### config.mk
export PLATFORM = sky130hd
export DESIGN_NAME = firmware_packet_uploader
export DESIGN_NICKNAME = d
export VERILOG_FILES = /design/src/sv/fwpu_pkg.sv /design/src/sv/fwpu_dp.sv /design/src/sv/fwpu_ctrl.sv /design/src/sv/firmware_packet_uploader.sv
export SDC_FILE = /design/constraint.sdc
export NUM_CORES = 1
export LEC_CHECK = 0
export ABC_AREA = 1
export ABC_CLOCK_PERIOD_IN_PS = 3400
export BUFFER_PORTS_ARGS = -buffer_cell sky130_fd_sc_hd__buf_4
export CORE_ASPECT_RATIO = 1.1
export CORE_UTILIZATION = 35
export DETAILED_ROUTE_END_ITERATION = 8
export PLACE_DENSITY_LB_ADDON = 0.15
export SETUP_SLACK_MARGIN = 0.05
export SYNTH_ARGS = -nofsm -noshare
export SYNTH_HDL_FRONTEND = slang
export SYNTH_SLANG_ARGS = --single-unit
export TNS_END_PERCENT = 100
### constraint.sdc
create_clock -name clk -period 3.4 [get_ports clk]
set_input_delay 0.17 -clock clk [delete_from_list [all_inputs] [get_ports clk]]
set_output_delay 0.17 -clock clk [all_outputs]
set_load 0.005 [all_outputs]
### src/sv/fwpu_pkg.sv
`timescale 1ns / 1ps
// ----------------------------------------------------------------------------
// fwpu_pkg
// Shared types and constants of the firmware packet uploader.
// ----------------------------------------------------------------------------
package fwpu_pkg;

  // field widths
  localparam int COUNT_W = 14;
  localparam int RETRY_W = 4;
  localparam int BYTE_W  = 8;
  localparam int ACT_W   = 3;
  localparam int CFG_IDX_W = 1;

  // defaults and limits
  localparam int PACKET_BYTES_DEF = 8;
  localparam logic [COUNT_W-1:0] COUNT_MAX   = '1;
  localparam logic [RETRY_W-1:0] RETRY_MAX   = '1;
  localparam logic [RETRY_W-1:0] RETRY_RESET = 4'd10;
  localparam logic [BYTE_W-1:0]  COMMIT_OK   = 8'd1;

  // input word kinds
  localparam logic KIND_DATA = 1'b0;
  localparam logic KIND_RESP = 1'b1;

  // configuration register indexes
  localparam logic [CFG_IDX_W-1:0] CFG_TOTAL_BYTES = 1'b0;
  localparam logic [CFG_IDX_W-1:0] CFG_RETRY_LIMIT = 1'b1;

  typedef enum logic [ACT_W-1:0] {
    ACT_WRITE      = 3'd0,
    ACT_COMMIT_REQ = 3'd1,
    ACT_COMMITTED  = 3'd2,
    ACT_DONE       = 3'd3,
    ACT_FAILED     = 3'd4
  } action_t;

  // source of the byte field of an output word
  typedef enum logic [1:0] {
    SEL_ZERO = 2'd0,
    SEL_DATA = 2'd1,
    SEL_CSUM = 2'd2,
    SEL_BUF  = 2'd3
  } byte_sel_t;

  typedef struct packed {
    logic      store_byte;
    logic      commit_pkt;
    logic      fail_pkt;
    logic      replay_start;
    logic      replay_step;
    logic      emit;
    action_t   emit_action;
    byte_sel_t emit_sel;
    logic      emit_last;
  } dp_cmd_t;

  typedef struct packed {
    logic out_free;
    logic reached_total;
    logic fail_limit_hit;
    logic pkt_full;
    logic replay_end;
  } dp_status_t;

endpackage

### src/sv/fwpu_dp.sv
`timescale 1ns / 1ps
// ----------------------------------------------------------------------------
// fwpu_dp
// Datapath: config registers, packet buffer, sum and counters, output word.
// ----------------------------------------------------------------------------
module fwpu_dp import fwpu_pkg::*; #(
  parameter int PACKET_BYTES = PACKET_BYTES_DEF
) (
  input  logic                 clk,
  input  logic                 rst_n,
  input  logic                 cfg_wr_en,
  input  logic [CFG_IDX_W-1:0] cfg_index,
  input  logic [COUNT_W-1:0]   cfg_wdata,
  input  logic [BYTE_W-1:0]    in_data_byte,
  input  dp_cmd_t              cmd,
  output dp_status_t           st,
  input  logic                 out_ready,
  output logic                 out_valid,
  output logic [ACT_W-1:0]     out_action,
  output logic [BYTE_W-1:0]    out_write_byte,
  output logic [COUNT_W-1:0]   out_flashed_count,
  output logic                 out_last
);

  localparam int CW = $clog2(PACKET_BYTES + 1);
  localparam int AW = (PACKET_BYTES > 1) ? $clog2(PACKET_BYTES) : 1;
  localparam logic [CW-1:0]      FILL_FULL = CW'(PACKET_BYTES);
  localparam logic [AW-1:0]      REP_END   = AW'(PACKET_BYTES - 1);
  localparam logic [COUNT_W:0]   PKT_ADD   = (COUNT_W + 1)'(PACKET_BYTES);

  logic [COUNT_W-1:0] total_r;
  logic [RETRY_W-1:0] retry_r;
  logic [BYTE_W-1:0]  buf_mem [PACKET_BYTES];
  logic [BYTE_W-1:0]  sum_r, sum_nxt;
  logic [CW-1:0]      fill_r, fill_nxt;
  logic [RETRY_W-1:0] failed_r, failed_nxt, failed_inc;
  logic [COUNT_W-1:0] committed_r, committed_nxt, committed_add;
  logic [COUNT_W:0]   committed_wide;
  logic [AW-1:0]      rep_r, rep_nxt;
  logic [BYTE_W-1:0]  data_r;
  logic [BYTE_W-1:0]  byte_mux;

  logic               out_valid_r;
  logic [ACT_W-1:0]   out_action_r;
  logic [BYTE_W-1:0]  out_byte_r;
  logic [COUNT_W-1:0] out_count_r;
  logic               out_last_r;

  // config registers
  always_ff @(posedge clk) begin
    if (!rst_n) begin
      total_r <= '0;
      retry_r <= RETRY_RESET;
    end else if (cfg_wr_en) begin
      unique case (cfg_index)
        CFG_TOTAL_BYTES: total_r <= cfg_wdata;
        CFG_RETRY_LIMIT: retry_r <= cfg_wdata[RETRY_W-1:0];
        default: ;
      endcase
    end
  end

  // saturating count updates
  assign committed_wide = {1'b0, committed_r} + PKT_ADD;
  assign committed_add  = (committed_wide > {1'b0, COUNT_MAX}) ? COUNT_MAX
                                                               : committed_wide[COUNT_W-1:0];
  assign failed_inc     = (failed_r == RETRY_MAX) ? RETRY_MAX : failed_r + 1'b1;

  // packet state next values
  always_comb begin
    sum_nxt       = sum_r;
    fill_nxt      = fill_r;
    failed_nxt    = failed_r;
    committed_nxt = committed_r;
    rep_nxt       = rep_r;
    if (cmd.store_byte) begin
      sum_nxt  = sum_r + in_data_byte;
      fill_nxt = fill_r + 1'b1;
    end
    if (cmd.commit_pkt) begin
      sum_nxt       = '0;
      fill_nxt      = '0;
      failed_nxt    = '0;
      committed_nxt = committed_add;
    end
    if (cmd.fail_pkt) begin
      failed_nxt = failed_inc;
    end
    if (cmd.replay_start) begin
      rep_nxt = '0;
    end else if (cmd.replay_step) begin
      rep_nxt = rep_r + 1'b1;
    end
  end

  always_ff @(posedge clk) begin
    if (!rst_n) begin
      sum_r       <= '0;
      fill_r      <= '0;
      failed_r    <= '0;
      committed_r <= '0;
      rep_r       <= '0;
    end else begin
      sum_r       <= sum_nxt;
      fill_r      <= fill_nxt;
      failed_r    <= failed_nxt;
      committed_r <= committed_nxt;
      rep_r       <= rep_nxt;
    end
  end

  // packet buffer and latched data byte
  always_ff @(posedge clk) begin
    if (cmd.store_byte) begin
      buf_mem[fill_r[AW-1:0]] <= in_data_byte;
      data_r                  <= in_data_byte;
    end
  end

  // status back to the controller
  assign st.out_free       = !out_valid_r || out_ready;
  assign st.reached_total  = committed_r >= total_r;
  assign st.fail_limit_hit = failed_inc >= retry_r;
  assign st.pkt_full       = fill_r >= FILL_FULL;
  assign st.replay_end     = rep_r == REP_END;

  // byte field selection, buffer bytes are read in the output register
  always_comb begin
    unique case (cmd.emit_sel)
      SEL_DATA: byte_mux = data_r;
      SEL_CSUM: byte_mux = (sum_r ^ 8'hFF) + 1'b1;
      default:  byte_mux = '0;
    endcase
  end

  // output word register
  always_ff @(posedge clk) begin
    if (!rst_n) begin
      out_valid_r <= 1'b0;
    end else if (cmd.emit) begin
      out_valid_r <= 1'b1;
    end else if (out_ready) begin
      out_valid_r <= 1'b0;
    end
  end

  always_ff @(posedge clk) begin
    if (cmd.emit) begin
      out_action_r <= cmd.emit_action;
      out_byte_r   <= (cmd.emit_sel == SEL_BUF) ? buf_mem[rep_r] : byte_mux;
      out_count_r  <= committed_r;
      out_last_r   <= cmd.emit_last;
    end
  end

  assign out_valid         = out_valid_r;
  assign out_action        = out_action_r;
  assign out_write_byte    = out_byte_r;
  assign out_flashed_count = out_count_r;
  assign out_last          = out_last_r;

`ifndef SYNTHESIS
  // a new word is only loaded when the output slot can take it
  a_emit_free: assert property (@(posedge clk) disable iff (!rst_n)
    cmd.emit |-> st.out_free) else $error("word emitted over a pending word");

  // fill count never runs past one packet
  a_fill_bound: assert property (@(posedge clk) disable iff (!rst_n)
    fill_r <= FILL_FULL) else $error("fill count overflow");

  // a committed packet restarts collection from an empty sum
  a_commit_clear: assert property (@(posedge clk) disable iff (!rst_n)
    cmd.commit_pkt |=> (fill_r == '0 && sum_r == '0 && failed_r == '0))
    else $error("packet state not cleared on commit");

  // bytes are only stored into a packet that is not yet full
  a_store_room: assert property (@(posedge clk) disable iff (!rst_n)
    cmd.store_byte |-> !st.pkt_full) else $error("byte stored into full packet");
`endif

endmodule

### src/sv/fwpu_ctrl.sv
`timescale 1ns / 1ps
// ----------------------------------------------------------------------------
// fwpu_ctrl
// Controller: decides on each input word and sequences the output words.
// ----------------------------------------------------------------------------
module fwpu_ctrl import fwpu_pkg::*; (
  input  logic              clk,
  input  logic              rst_n,
  input  logic              in_valid,
  output logic              in_ready,
  input  logic              in_kind,
  input  logic [BYTE_W-1:0] in_commit_value,
  input  dp_status_t        st,
  output dp_cmd_t           cmd
);

  typedef enum logic [8:0] {
    S_COLLECT   = 9'b000000001,
    S_AWAIT     = 9'b000000010,
    S_DATA      = 9'b000000100,
    S_CSUM      = 9'b000001000,
    S_REQ       = 9'b000010000,
    S_COMMITTED = 9'b000100000,
    S_DONE      = 9'b001000000,
    S_FAILED    = 9'b010000000,
    S_REPLAY    = 9'b100000000
  } state_t;

  state_t state_r, state_nxt;
  logic   fin_r, fin_nxt;

  // next state and commands
  always_comb begin
    state_nxt = state_r;
    fin_nxt   = fin_r;
    in_ready  = 1'b0;
    cmd       = '0;
    if (fin_r) begin
      // finished: words are taken and dropped until reset
      in_ready = 1'b1;
    end else begin
      unique case (state_r)
        S_COLLECT: begin
          in_ready = 1'b1;
          if (in_valid && in_kind == KIND_DATA) begin
            if (st.reached_total) begin
              state_nxt = S_DONE;
            end else begin
              cmd.store_byte = 1'b1;
              state_nxt      = S_DATA;
            end
          end
        end
        S_AWAIT: begin
          in_ready = 1'b1;
          if (in_valid && in_kind == KIND_RESP) begin
            if (in_commit_value == COMMIT_OK) begin
              cmd.commit_pkt = 1'b1;
              state_nxt      = S_COMMITTED;
            end else begin
              cmd.fail_pkt = 1'b1;
              if (st.fail_limit_hit) begin
                state_nxt = S_FAILED;
              end else begin
                cmd.replay_start = 1'b1;
                state_nxt        = S_REPLAY;
              end
            end
          end
        end
        S_DATA: begin
          if (st.out_free) begin
            cmd.emit        = 1'b1;
            cmd.emit_action = ACT_WRITE;
            cmd.emit_sel    = SEL_DATA;
            cmd.emit_last   = !st.pkt_full;
            state_nxt       = st.pkt_full ? S_CSUM : S_COLLECT;
          end
        end
        S_REPLAY: begin
          if (st.out_free) begin
            cmd.emit        = 1'b1;
            cmd.emit_action = ACT_WRITE;
            cmd.emit_sel    = SEL_BUF;
            cmd.replay_step = 1'b1;
            if (st.replay_end) begin
              state_nxt = S_CSUM;
            end
          end
        end
        S_CSUM: begin
          if (st.out_free) begin
            cmd.emit        = 1'b1;
            cmd.emit_action = ACT_WRITE;
            cmd.emit_sel    = SEL_CSUM;
            state_nxt       = S_REQ;
          end
        end
        S_REQ: begin
          if (st.out_free) begin
            cmd.emit        = 1'b1;
            cmd.emit_action = ACT_COMMIT_REQ;
            cmd.emit_last   = 1'b1;
            state_nxt       = S_AWAIT;
          end
        end
        S_COMMITTED: begin
          if (st.out_free) begin
            cmd.emit        = 1'b1;
            cmd.emit_action = ACT_COMMITTED;
            cmd.emit_last   = !st.reached_total;
            state_nxt       = st.reached_total ? S_DONE : S_COLLECT;
          end
        end
        S_DONE: begin
          if (st.out_free) begin
            cmd.emit        = 1'b1;
            cmd.emit_action = ACT_DONE;
            cmd.emit_last   = 1'b1;
            fin_nxt         = 1'b1;
          end
        end
        S_FAILED: begin
          if (st.out_free) begin
            cmd.emit        = 1'b1;
            cmd.emit_action = ACT_FAILED;
            cmd.emit_last   = 1'b1;
            fin_nxt         = 1'b1;
          end
        end
        default: begin
          state_nxt = S_COLLECT;
        end
      endcase
    end
  end

  always_ff @(posedge clk) begin
    if (!rst_n) begin
      state_r <= S_COLLECT;
      fin_r   <= 1'b0;
    end else begin
      state_r <= state_nxt;
      fin_r   <= fin_nxt;
    end
  end

endmodule

### src/sv/firmware_packet_uploader.sv
`timescale 1ns / 1ps
// ----------------------------------------------------------------------------
// firmware_packet_uploader
// Forwards image bytes as upload writes in checksummed, committed packets.
// ----------------------------------------------------------------------------
// One input word is handled at a time; each output word waits in the output
// register until out_ready is high. A data byte is accepted, then its write
// word is sent; when it closes a packet, the checksum and commit request
// follow. A failed commit replays the buffer one byte per cycle while the
// output register is free, then the checksum and commit request. The
// controller emits one word per free cycle via the single output register;
// the next input word is accepted while the last output word still waits.
module firmware_packet_uploader import fwpu_pkg::*; #(
  parameter int PACKET_BYTES = PACKET_BYTES_DEF
) (
  input  logic                 clk,
  input  logic                 rst_n,
  input  logic                 cfg_wr_en,
  input  logic [CFG_IDX_W-1:0] cfg_index,
  input  logic [COUNT_W-1:0]   cfg_wdata,
  input  logic                 in_valid,
  output logic                 in_ready,
  input  logic                 in_kind,
  input  logic [BYTE_W-1:0]    in_data_byte,
  input  logic [BYTE_W-1:0]    in_commit_value,
  output logic                 out_valid,
  input  logic                 out_ready,
  output logic [ACT_W-1:0]     out_action,
  output logic [BYTE_W-1:0]    out_write_byte,
  output logic [COUNT_W-1:0]   out_flashed_count,
  output logic                 out_last
);

  dp_cmd_t    cmd;
  dp_status_t st;

  // sequencing
  fwpu_ctrl u_ctrl (
    .clk             (clk),
    .rst_n           (rst_n),
    .in_valid        (in_valid),
    .in_ready        (in_ready),
    .in_kind         (in_kind),
    .in_commit_value (in_commit_value),
    .st              (st),
    .cmd             (cmd)
  );

  // storage and output word
  fwpu_dp #(
    .PACKET_BYTES (PACKET_BYTES)
  ) u_dp (
    .clk               (clk),
    .rst_n             (rst_n),
    .cfg_wr_en         (cfg_wr_en),
    .cfg_index         (cfg_index),
    .cfg_wdata         (cfg_wdata),
    .in_data_byte      (in_data_byte),
    .cmd               (cmd),
    .st                (st),
    .out_ready         (out_ready),
    .out_valid         (out_valid),
    .out_action        (out_action),
    .out_write_byte    (out_write_byte),
    .out_flashed_count (out_flashed_count),
    .out_last          (out_last)
  );

endmodule

Word-level counts from Yosys, hierarchy flattened --
Memories as Yosys holds them, arrays and structs flattened. A register that Yosys moved wholly into a read port is not among the register bits. Cells that the tools add are included.
Storage, ports and cells: flip-flop bits (word level) 96, bits in writable memories 64, bits of input ports 37, output and inout bits 28, logic and storage cells 123, memories 1
Memories:
- u_dp.buf_mem | words 8, bits a word 8, read ports 1, clocked after memory_dff 1, write ports 1, line fwpu_dp.sv:33 | logic [BYTE_W-1:0] buf_mem [PACKET_BYTES];
Operators by class: add/subtract/negate cells 6, $lt $le $gt $ge 4, eq/ne operators 23, mux-type cells 52, bitwise logic cells 6, reductions and logical operators 16
Operator list (number):
- 9-bit two-way mux | 10
- 9-bit case mux with 8 select lines | 1
- 4-bit two-way mux | 8
- 7-bit two-way mux | 4
- 4-bit case mux with 7 select lines | 1
- 1-bit two-way mux | 16
- 8-bit case mux with 2 select lines | 1
- 14-bit by 4-bit adder with 15-bit output (second input constant) | 1
- 15-bit by 14-bit > comparator with 1-bit output (second input constant) | 1
- 14-bit >= comparator | 1
- 14-bit two-way mux | 1
- 12-bit two-way mux | 1
- 3-bit two-way mux | 4
- 2-bit inequality test (second input constant) | 6
- 10-bit AND reduction | 1
- 9-bit by 1-bit equality test with 1-bit output (second input constant) | 1
- 9-bit by 2-bit equality test with 1-bit output (second input constant) | 1
- 9-bit by 3-bit equality test with 1-bit output (second input constant) | 1
- 9-bit by 4-bit equality test with 1-bit output (second input constant) | 1
- 9-bit by 5-bit equality test with 1-bit output (second input constant) | 1
- 9-bit by 6-bit equality test with 1-bit output (second input constant) | 1
- 9-bit by 7-bit equality test with 1-bit output (second input constant) | 1
- 9-bit by 8-bit equality test with 1-bit output (second input constant) | 1
- 9-bit equality test (second input constant) | 1
- 26 further kinds | 41

Logic depth before layout (Yosys ltp) --
Gate-level depths: netlist of run 1.
depth in word-level cells 11, mapped depth 14, depth with buffers taken out 14

Cells and area by module --
Synthesis of run 1 repeated with hierarchy kept, for this count alone.
Second synthesis, totals: cells, all modules 840, area, all modules 7742.4 um^2
By module, submodules not included:
- fwpu_dp | times used 1, cells an instance 685, area each 6856.6 um^2, sequential area each 3943.8 um^2
- fwpu_ctrl | times used 1, cells an instance 155, area each 885.8 um^2, sequential area each 200.2 um^2

Worst setup path after synthesis of run 1 --
OpenSTA, ideal clock, no wires.
kind flip-flop to flip-flop, start point register u_dp.committed_r[3], end point memory u_dp.buf_mem[1][0] (enable), library setup time 0.383 ns, arrival 2.149 ns, data required time 3.017 ns, slack 0.868 ns, cell stages (with the launch flop) 11, path buffers 0, period minus slack after synthesis 2.532 ns, path through dfxtp_1 ha_1 nand2_1 nand2_1 nand2_1 nand2_1 o21ai_0 nand3_2 nor2_4 nand2_1 nor3_1
On the way: longest elaborated chain between the ends 7
RTL lines:
- from (decl) | line fwpu_dp.sv:37 | logic [COUNT_W-1:0] committed_r, committed_nxt, committed_add;
- from (signal assigned) | line fwpu_dp.sv:107 | committed_r <= committed_nxt;
- 14-bit >= comparator | line fwpu_dp.sv:122 | assign st.reached_total = committed_r >= total_r;
- 1-bit two-way mux | line fwpu_ctrl.sv:46 | if (st.reached_total) begin
- 1-bit two-way mux | line fwpu_ctrl.sv:45 | if (in_valid && in_kind == KIND_DATA) begin
- 1-bit two-way mux | line fwpu_ctrl.sv:42 | unique case (state_r)
- 12-bit two-way mux | line fwpu_ctrl.sv:38 | if (fin_r) begin
- 1-bit two-way mux | line fwpu_dp.sv:114 | if (cmd.store_byte) begin
- 1-bit two-way mux (not written as such) | line fwpu_dp.sv:115 | buf_mem[fill_r[AW-1:0]] <= in_data_byte;
- to (decl) | line fwpu_dp.sv:33
No other way between the ends.

Worst setup path in the final report of run 1 --
start point register u_dp.committed_r[3], end point memory u_dp.buf_mem[3][1] (enable)
The elaborated chain is that of the path after synthesis.

==> out/qor.yml, run 1 <==
dr.first_iter.drc_count: 319
drive_gt1_share_pct: 15.65
hold_class: "in -> reg"
r2r-end: "u_dp.buf_mem[3][1]"
yosys_warnings: 0
yosys.area_share.simple_pct: 21.07
vias_per_cell: 4.863
r2r_setup_slack_ns: 0.51
wirelength_um: 19400
rows: 57
cts_resized: 0
ant_nets: 0
layout.nets: 1013
ioPinCount: 65
grt_setup_unrepaired: "no"
final.min_clock_period_ns: 2.894
crit_path_max_incr_delay_ns: 0.53
maxSlewHeadroom_pct: 38.92
status: "complete, no violations"
crit_path_max_fanout: 13
synthMuxAreaShare_pct: 0.8858
ys_seq_elements: 159
path_class: "reg -> reg"
slew_viol_final: 0
place.gp.congestion: 0.8470
path_common_cell: "nand2_1"
io_buffers: 64
cts_max_level: 4
end_kind: "flip-flop"
clock_path_buffers: 2
hold_buffers: 3
layout_commonest_cell: "nand2_1"
fin_setup_tns_ns: 0
crit_end: "u_dp.buf_mem[3][1]"
p_leak_nw: 3.811
post_cts_buffers: 0
top_usage_layer: "met2"
synth_xor_area_share_pct: 1.329
wl_per_cell_um: 15.55
final_util_pct: 42.01
synth_top_family_by_area: "simple AND/OR/NAND/NOR gates"
ir_drop_mv: 0.3048
drc_errors: 0
coreArea_um2: 22110
skew_ns: 0.01362
synth_area_um2: 7910
numCtsBuffers: 17
place.detailed.hpwl_um: 14150
grt_max_degree: 35
clk_root_buffer_cell: "clkbuf_16"
start_util_pct: 35.78
syn_nets: 943
antenna_found_initial: 0
grt_usage_pct: 17.30
syn_area_per_cell_um2: 9.103
grt_pass1_vias: 5913
crit_slowest_cell: "dfxtp_1"
vias: 6064
crit_arrival_ns: 3.02
gr-usage-met2_pct: 28.96
ys_types: 51
max_freq_mhz: 345.5
ff2ff_path_depth: 12
die_y_um: 159.7
netlist_instances: 869
p_per_area_nw_per_um2: 590.8
antenna_cells: 0
synth_compound_area_share_pct: 11.77
design.die.area_um2: 23210
nFillCells: 2230
required_ns: 3.53
die_w_um: 145.3
path_cells: "ha_1 -> nand2_1 -> nor2_1 -> nand2_1 -> nand2_1 -> o21ai_0 -> nand3_2 -> nor2_4 -> buf_4 -> nand2_1 -> nor3_1 -> buf_4"
cts_tree: "built"
grt_util_met3_pct: 3.114
setup_viol: 0
clk_pin_slew_ns: 0.07
gr-usage-met1_pct: 22.78
r2r-start: "u_dp.committed_r[3]"
first_pass_iters: 4
grt-ovfl-total: 0
start_kind: "flip-flop"
hold_viol: 0
critPathLaunch: "u_dp.committed_r[3]"
layout_common_cells: "149 x nand2_1, 113 x nor2_1, 96 x edfxtp_1"
grt_first_pass_wirelength_um: 31160
cts_sinks: 159
area_growth_pct: 17.43
maxCapViolCount: 0
clock_latency_ns: 0.42
synth_fa_ha_area_share_pct: 5.947
ys_seq_area_share_pct: 52.39
tightest_slew_ns: 0.9150
finalCritPeriodShare_pct: 85.12
## cells by family after synthesis
| logic type | Yosys count |
|---|---|
| and+or+nand+nor | 364 |
| muxes | 7 |
| xor gates and xnor gates | 12 |
| AOI/OAI and AO/OA | 160 |
| buffers and inverters | 130 |
| adders and majority gates | 37 |
| DFF | 159 |
## synthesized netlist by cell type (all sizes together)
cell type	count	area [um2]
nand2	159	636.9
nor2	121	494.2
inv	104	392.9
edfxtp	96	2883
o21ai	68	344.1
dfxtp	63	1261
a21oi	54	277.8
nand3	47	260.3
ha	36	450.4
clkbuf	17	63.81
nor3	15	111.4
o211ai	14	105.1
nand4	13	87.58
xor2	10	87.58
buf	7	57.55
mux2i	7	70.07
o221ai	7	61.31
o32ai	5	43.79
nand3b	4	30.03
or2	3	18.77
a22o	2	17.52
a32o	2	20.02
clkinv	2	8.750
o21a	2	15.01
xnor2	2	17.52
a21o	1	7.510
a22oi	1	7.510
a31oi	1	6.260
a32oi	1	8.760
a41oi	1	8.760
fa	1	20.02
nand2b	1	6.260
nor4	1	21.27
o21bai	1	7.510
## routing by layer
metal  vias to the layer above  routed length (um)
li1                       3096                   -
met1                      2810                9069
met2                       138                9249
met3                        20                 843
met4                         0                 234
met5                         -                   0
## how the worst min path moves through the flow
stage | from | end | slack (ns) | cells after the start
6_report | cfg_wdata[7] | u_dp.total_r[7] | 0.02 | 3
4_1_cts | cfg_wdata[7] | u_dp.total_r[7] | 0.007 | 3
3_3_place_gp | cfg_wdata[3] | u_dp.retry_r[3] | 0.41 | 3
3_5_place_dp | cfg_wdata[3] | u_dp.retry_r[3] | 0.41 | 3
2_1_floorplan | in_data_byte[0] | u_dp.buf_mem[0][0] | 0.27 | 0
5_1_grt | cfg_wdata[4] | u_dp.total_r[4] | 0.03 | 3
## critical path: cells and delay by family, from the launching register on
kind,cells,cell delay [ns]
buffers and inverters,2,0.45
adder cells (fa/ha/maj),1,0.31
AND/OR/NAND/NOR,8,0.98
flip-flops,1,0.53
AO/OA/AOI/OAI,1,0.33
## flip-flops by register name, indices dropped and copies added (netlist names), named ones only
register / cells
u_dp.sum_r: 8
u_dp.out_last: 1
u_dp.total_r: 14
u_dp.buf_mem: 64
u_dp.out_valid: 1
u_ctrl.fin_r: 1
u_dp.data_r: 8
u_dp.out_action: 3
u_dp.failed_r: 4
u_dp.retry_r: 4
u_ctrl.state_r: 9
u_dp.fill_r: 4
u_dp.out_write_byte: 8
u_dp.out_flashed_count: 12
u_dp.committed_r: 12
u_dp.rep_r: 3
## where the power goes
| part | switching (mW) | internal (mW) | total [mW] |
|---|---|---|---|
| logic | 0.810 | 0.479 | 1.29 |
| clock network | 0.802 | 1.02 | 1.82 |
| registers | 0.121 | 2.26 | 2.38 |
## stage by stage
| stage | power (mW) | instance area [um2] | hold WS [ns] | setup slack, ns | std cells |
|---|---|---|---|---|---|
| floorplan | 3.231 | 7910 | 0.2689 | 0.8677 | 869 |
| global placement | 3.722 | 8698 | 0.4082 | 0.5801 | 1212 |
| detailed placement | 3.720 | 8698 | 0.4073 | 0.5020 | 1212 |
| CTS | 5.558 | 9289 | 0.006500 | 0.4840 | 1247 |
| global route | 5.791 | 9289 | 0.02852 | 0.1632 | 1247 |
| finish | 5.488 | 9289 | 0.02176 | 0.5060 | 1247 |
## cell type report
cell class | count | area, um2 | area share, %
clock buffers | 18 | 429.2 | 4.620
clock inverters | 14 | 131.4 | 1.414
inverters | 106 | 401.6 | 4.324
multi-input cells | 580 | 3243 | 34.91
flip-flops and latches | 159 | 4144 | 44.61
well taps | 295 | 369.1 | 3.974
repair buffers | 75 | 570.5 | 6.142
Note: power is estimated with default switching activity, not from simulation.
==> inputs of run 2 (changes only) <==
--- a/config.mk
+++ b/config.mk
@@ -11,7 +11,7 @@
 export CORE_ASPECT_RATIO = 1.1
 export CORE_UTILIZATION = 35
 export DETAILED_ROUTE_END_ITERATION = 8
-export PLACE_DENSITY_LB_ADDON = 0.15
+export PLACE_DENSITY = 0.62
 export SETUP_SLACK_MARGIN = 0.05
 export SYNTH_ARGS = -nofsm -noshare
 export SYNTH_HDL_FRONTEND = slang
==> out/qor.yml, run 2 (synthesis results as in run 1) <==
clk_root_buffer_cell: "clkbuf_16"
antenna_cells: 0  # unchanged
grt_pass1_vias: 5818  # -1.6%
r2r_setup_slack_ns: 0.66  # +0.15 ns
p_per_area_nw_per_um2: 590.8  # about the same
clock_path_buffers: 2  # unchanged
cp_num_buf_inv: 0  # -2
start_util_pct: 35.78  # unchanged
grt-ovfl-total: 0  # unchanged
place.gp.congestion: 0.8830  # +4.3%
first_pass_iters: 5  # +1
path_common_cell: "nand2_1"
coreArea_um2: 22110  # unchanged
clk_pin_slew_ns: 0.07  # about the same
status: "complete, no violations"
path_cells: "ha_1 -> nand2_1 -> nand2_1 -> nand2_1 -> nand2_1 -> o21ai_0 -> nand3_2 -> nor2_4 -> nand2_2 -> nor3_2"
io_buffers: 64  # unchanged
cts_resized: 0  # unchanged
cts_max_level: 4  # unchanged
max_freq_mhz: 364.6  # +5.5%
grt_max_degree: 35  # unchanged
fin_setup_tns_ns: 0  # unchanged
cp_top_family: "simple AND/OR/NAND/NOR gates"
required_ns: 3.47  # -0.06 ns
crit_arrival_ns: 2.81  # -0.21 ns
tightest_slew_ns: 0.9904  # +0.07548 ns
path_class: "reg -> reg"
slew_viol_final: 0  # unchanged
p_int_mw: 3.703  # -1.4%
layout.nets: 1012  # -0.099%
crit_slowest_cell: "dfxtp_1"
swShare_pct: 32.50  # +0.93 points
ir_drop_mv: 0.3718  # +22%
pwr-share-seq_pct: 43.1  # -0.2 points
wirelength_um: 18960  # -2.3%
hold_viol: 0  # unchanged
ioPinCount: 65  # unchanged
maxCapViolCount: 0  # unchanged
cts_sinks: 159  # unchanged
dr.first_iter.drc_count: 414  # +30%
layout_commonest_cell: "nand2_1"
design_area_um2: 9288  # about the same
hold_class: "in -> reg"
final.min_clock_period_ns: 2.743  # -0.1510 ns
ant_nets: 0  # unchanged
place.detailed.hpwl_um: 13430  # -5.1%
antenna_found_initial: 0  # unchanged
layout_common_cells: "149 x nand2_1, 113 x nor2_1, 96 x edfxtp_1"
p_leak_nw: 3.811  # about the same
p_comb_share_pct: 23.4  # about the same
clkPwrFrac_pct: 33.5  # +0.3 points
grt_usage_pct: 16.80  # -0.50 points
vias: 6151  # +1.4%
switchingPower_mw: 1.783  # +2.9%
start_kind: "flip-flop"
cts_tree: "built"
design.die.area_um2: 23210  # unchanged
placed_area_um2: 8691  # about the same
area_growth_pct: 17.42  # about the same
crit_path_max_fanout: 10  # -3
setup_viol: 0  # unchanged
clock_latency_ns: 0.43  # about the same
crit_path_max_incr_delay_ns: 0.52  # about the same
end_kind: "flip-flop"
drive_gt1_share_pct: 15.88  # +0.23 points
die_w_um: 145.3  # unchanged
grt_first_pass_wirelength_um: 30370  # -2.5%
finalCritPeriodShare_pct: 80.67  # -4.4 points
vias_per_cell: 4.937  # +1.5%
numCtsBuffers: 17  # unchanged
die_y_um: 159.7  # unchanged
grt_setup_unrepaired: "no"
wl_per_cell_um: 15.21  # -2.2%
largest_reg_flops: 64  # unchanged
maxSlewHeadroom_pct: 33.88  # -5.0 points
skew_ns: 0.008961  # -0.004659 ns
rows: 57  # unchanged
drc_errors: 0  # unchanged
==> run 2: power groups by stage <==
stage | clock network [mW] | registers [mW] | logic (mW)
2_1_floorplan | 0 | 2.38 | 0.848
3_3_place_gp | 0 | 2.41 | 1.27
3_5_place_dp | 0 | 2.41 | 1.29
4_1_cts | 1.86 | 2.37 | 1.29
5_1_grt | 1.96 | 2.39 | 1.44
6_report | 1.84 | 2.37 | 1.29
==> run 2: worst paths after layout <==
kind                  startpoint                 end  cells after the start
min                 cfg_wdata[6]     u_dp.total_r[6]                      3
max reg2reg  u_dp.committed_r[3]  u_dp.buf_mem[2][4]                     10
max          u_dp.committed_r[3]  u_dp.buf_mem[2][4]                     10
min reg2reg      u_dp.total_r[7]     u_dp.total_r[7]                      2
==> run 2: per-stage QoR <==
step                      total power [mW]  utilization [%]  cells  setup WS (ns)  hold slack, ns
after floorplan                      3.231                -    869         0.8677          0.2689
after global placement               3.679            39.31   1211         0.7297          0.4074
after detailed placement             3.694            39.31   1211         0.6413          0.4095
after CTS                            5.526            42.01   1246         0.6389         0.01491
after global routing                 5.788            42.01   1246         0.3473         0.02839
final                                5.487            42.01   1246         0.6571         0.02098
==> run 2: repair_timing <==
| item | 4_1_cts | 5_1_grt |
|---|---|---|
| hold buffers | 3 | 0 |
| endpoints found under the hold margin | 3 | 0 |
| setup buffers | 0 | 0 |
==> run 2: final cells by class <==
class | count | area [um2]
Sequential cell | 159 | 4144
Clock buffer | 17 | 425.4
Timing Repair Buffer | 74 | 563.0
Inverter | 106 | 401.6
Tap cell | 295 | 369.1
Fill cell | 2246 | 12820
Multi-Input combinational cell | 580 | 3243
Clock inverter | 15 | 141.4
==> run 2: layer usage <==
| metal | GRT usage, % | up-vias | wire length [um] |
|---|---|---|---|
| li1 | - | 3093 | - |
| met1 | 21.80 | 2863 | 8795 |
| met2 | 28.10 | 167 | 8987 |
| met3 | 3.143 | 28 | 820 |
| met4 | 5.694 | 0 | 352 |
| met5 | 0 | - | 0 |
==> run 2: tightest hold or removal path, cell delays in order <==
cell and delay (ns):
buf_4 0.07, o21ai_0 0.07, a21oi_1 0.10
==> inputs of run 3 (changes only) <==
--- a/config.mk
+++ b/config.mk
@@ -6,12 +6,12 @@
 export NUM_CORES = 1
 export LEC_CHECK = 0
 export ABC_AREA = 1
-export ABC_CLOCK_PERIOD_IN_PS = 3400
+export ABC_CLOCK_PERIOD_IN_PS = 2500
 export BUFFER_PORTS_ARGS = -buffer_cell sky130_fd_sc_hd__buf_4
 export CORE_ASPECT_RATIO = 1.1
 export CORE_UTILIZATION = 35
 export DETAILED_ROUTE_END_ITERATION = 8
-export PLACE_DENSITY = 0.62
+export PLACE_DENSITY = 0.64
 export SETUP_SLACK_MARGIN = 0.05
 export SYNTH_ARGS = -nofsm -noshare
 export SYNTH_HDL_FRONTEND = slang
==> constraint.sdc (replaced) <==
create_clock -name clk -period 2.5 [get_ports clk]
set_input_delay 0.125 -clock clk [delete_from_list [all_inputs] [get_ports clk]]
set_output_delay 0.125 -clock clk [all_outputs]
set_load 0.005 [all_outputs]
==> out/qor.yml, run 3 (synthesis results as in run 1) <==
whs_ns: 0.009616  # -0.01137 ns
required_ns: 2.67  # -0.80 ns
end_kind: "flip-flop"
die_w_um: 145.3  # unchanged
wl_per_cell_um: 14.46  # -5.0%
first_pass_iters: 4  # -1
grt_usage_pct: 16.63  # -0.18 points
grt-ovfl-total: 0  # unchanged
max_freq_mhz: 428.7  # +18%
design.die.area_um2: 23210  # unchanged
die_y_um: 159.7  # unchanged
ir_drop_mv: 0.4500  # +21%
grt_pass1_vias: 6019  # +3.5%
finalCritPeriodShare_pct: 93.30  # +13 points
slew_viol_final: 0  # unchanged
antenna_found_initial: 0  # unchanged
hold_class: "in -> reg"
final_cells: 1278  # +2.6%
final.min_clock_period_ns: 2.332  # -0.4105 ns
vias: 6235  # +1.4%
clk_root_buffer_cell: "clkbuf_16"
coreArea_um2: 22110  # unchanged
dr.first_iter.drc_count: 392  # -5.3%
antenna_cells: 0  # unchanged
clock_path_buffers: 2  # unchanged
final_util_pct: 43.26  # +1.3 points
vias_per_cell: 4.879  # -1.2%
place.gp.congestion: 0.8715  # -1.3%
tightest_slew_ns: 0.7665  # -0.2240 ns
grt_setup_unrepaired: "no"
wirelength_um: 18480  # -2.5%
rows: 57  # unchanged
setup_viol: 0  # unchanged
p_per_area_nw_per_um2: 781.1  # +32%
cts_tree: "built"
io_buffers: 64  # unchanged
crit_arrival_ns: 2.51  # -0.30 ns
cts_sinks: 159  # unchanged
layout.nets: 1044  # +3.2%
status: "complete, no violations"
skew_ns: 0.01084  # +0.001878 ns
largest_reg_flops: 64  # unchanged
maxCapViolCount: 0  # unchanged
numCtsBuffers: 17  # unchanged
area_growth_pct: 20.91
layout_commonest_cell: "nand2_1"
hold_viol: 0  # unchanged
ant_nets: 0  # unchanged
drc_errors: 0  # unchanged
clock_latency_ns: 0.43  # about the same
start_util_pct: 35.78  # unchanged
p_leak_nw: 3.963  # +4.0%
grt_first_pass_wirelength_um: 30390  # about the same
grt_max_degree: 35  # unchanged
path_class: "reg -> reg"
start_kind: "flip-flop"
ioPinCount: 65  # unchanged
drive_gt1_share_pct: 17.40  # +1.5 points
fin_setup_tns_ns: 0  # unchanged
maxSlewHeadroom_pct: 48.85  # +15 points
place.detailed.hpwl_um: 13240  # -1.5%
crit_path_max_fanout: 8  # -2
layout_common_cells: "149 x nand2_1, 113 x nor2_1, 96 x edfxtp_1"
dpl.cell_count: 1232  # +1.7%
clk_pin_slew_ns: 0.07  # about the same
cts_max_level: 4  # unchanged
[run 3: changes by cell type in the layout (fill, tap and decap cells not counted), moves of 2 or more]
cell and change:
buf_4 +20, dlygate4sd3_1 +11, inv_6 -6, clkbuf_1 +4, clkinv_2 +2, dfxtp_1 -2, dfxtp_2 +2, inv_8 -2
[run 3: critical path, stage by stage (launching register included)]
cell and delay (ns):
dfxtp_1 0.35, nor2_4 0.18, nand2_4 0.11, inv_4 0.12, nand3_1 0.17, a21oi_2 0.27, inv_1 0.07, ha_1 0.28
inv_1 0.10, nor2_1 0.05, a22oi_1 0.25, o21ai_0 0.12
[run 3: timing repair]
action,CTS,global route
endpoints found under the hold margin,51,0
setup buffers,0,0
resized for setup,1,5
endpoints found under the setup margin,24,36
cloned,0,0
hold buffers,14,0
[run 3: routing by layer]
layer	vias up	global-route usage, %	wire length, um
met2	126	27.40	8766
met4	0	5.215	271
li1	3161	-	-
met1	2926	21.81	8761
met3	22	3.514	679
met5	-	0	0
[run 3: path summary, 6_finish.rpt]
path,startpoint,endpoint,slack [ns],depth (start not counted)
worst max register to register,u_ctrl.state_r[6],u_dp.out_write_byte[4],0.17,11
worst min register to register,u_dp.total_r[3],u_dp.total_r[3],0.46,2
worst min-delay path,in_data_byte[4],u_dp.buf_mem[0][4],0.01,1
worst max-delay path,u_ctrl.state_r[6],u_dp.out_write_byte[4],0.17,11
[run 3: layout make-up]
cell class / count / area (um2)
Clock buffer: 22 / 454.2
Tap cell: 295 / 369.1
Inverter: 106 / 401.6
Clock inverter: 10 / 92.59
Fill cell: 2155 / 12540
Timing Repair Buffer: 106 / 843.3
Sequential cell: 159 / 4146
Multi-Input combinational cell: 580 / 3257
[run 3: report_power, final]
part	switching, mW	total, mW	internal (mW)
registers	0.133	3.20	3.07
logic	1.12	1.83	0.710
clock network	1.05	2.44	1.40
[run 3: per-stage QoR]
step / total power, mW / instance area (um2) / worst slack, ns
6_report: 7.470 / 9564 / 0.1676
5_1_grt: 7.877 / 9564 / 0.07444
4_1_cts: 7.513 / 9548 / 0.1322
3_5_place_dp: 5.057 / 8861 / 0.01663
3_3_place_gp: 5.040 / 8861 / 0.04522
2_1_floorplan: 4.394 / 7910 / -0.03232
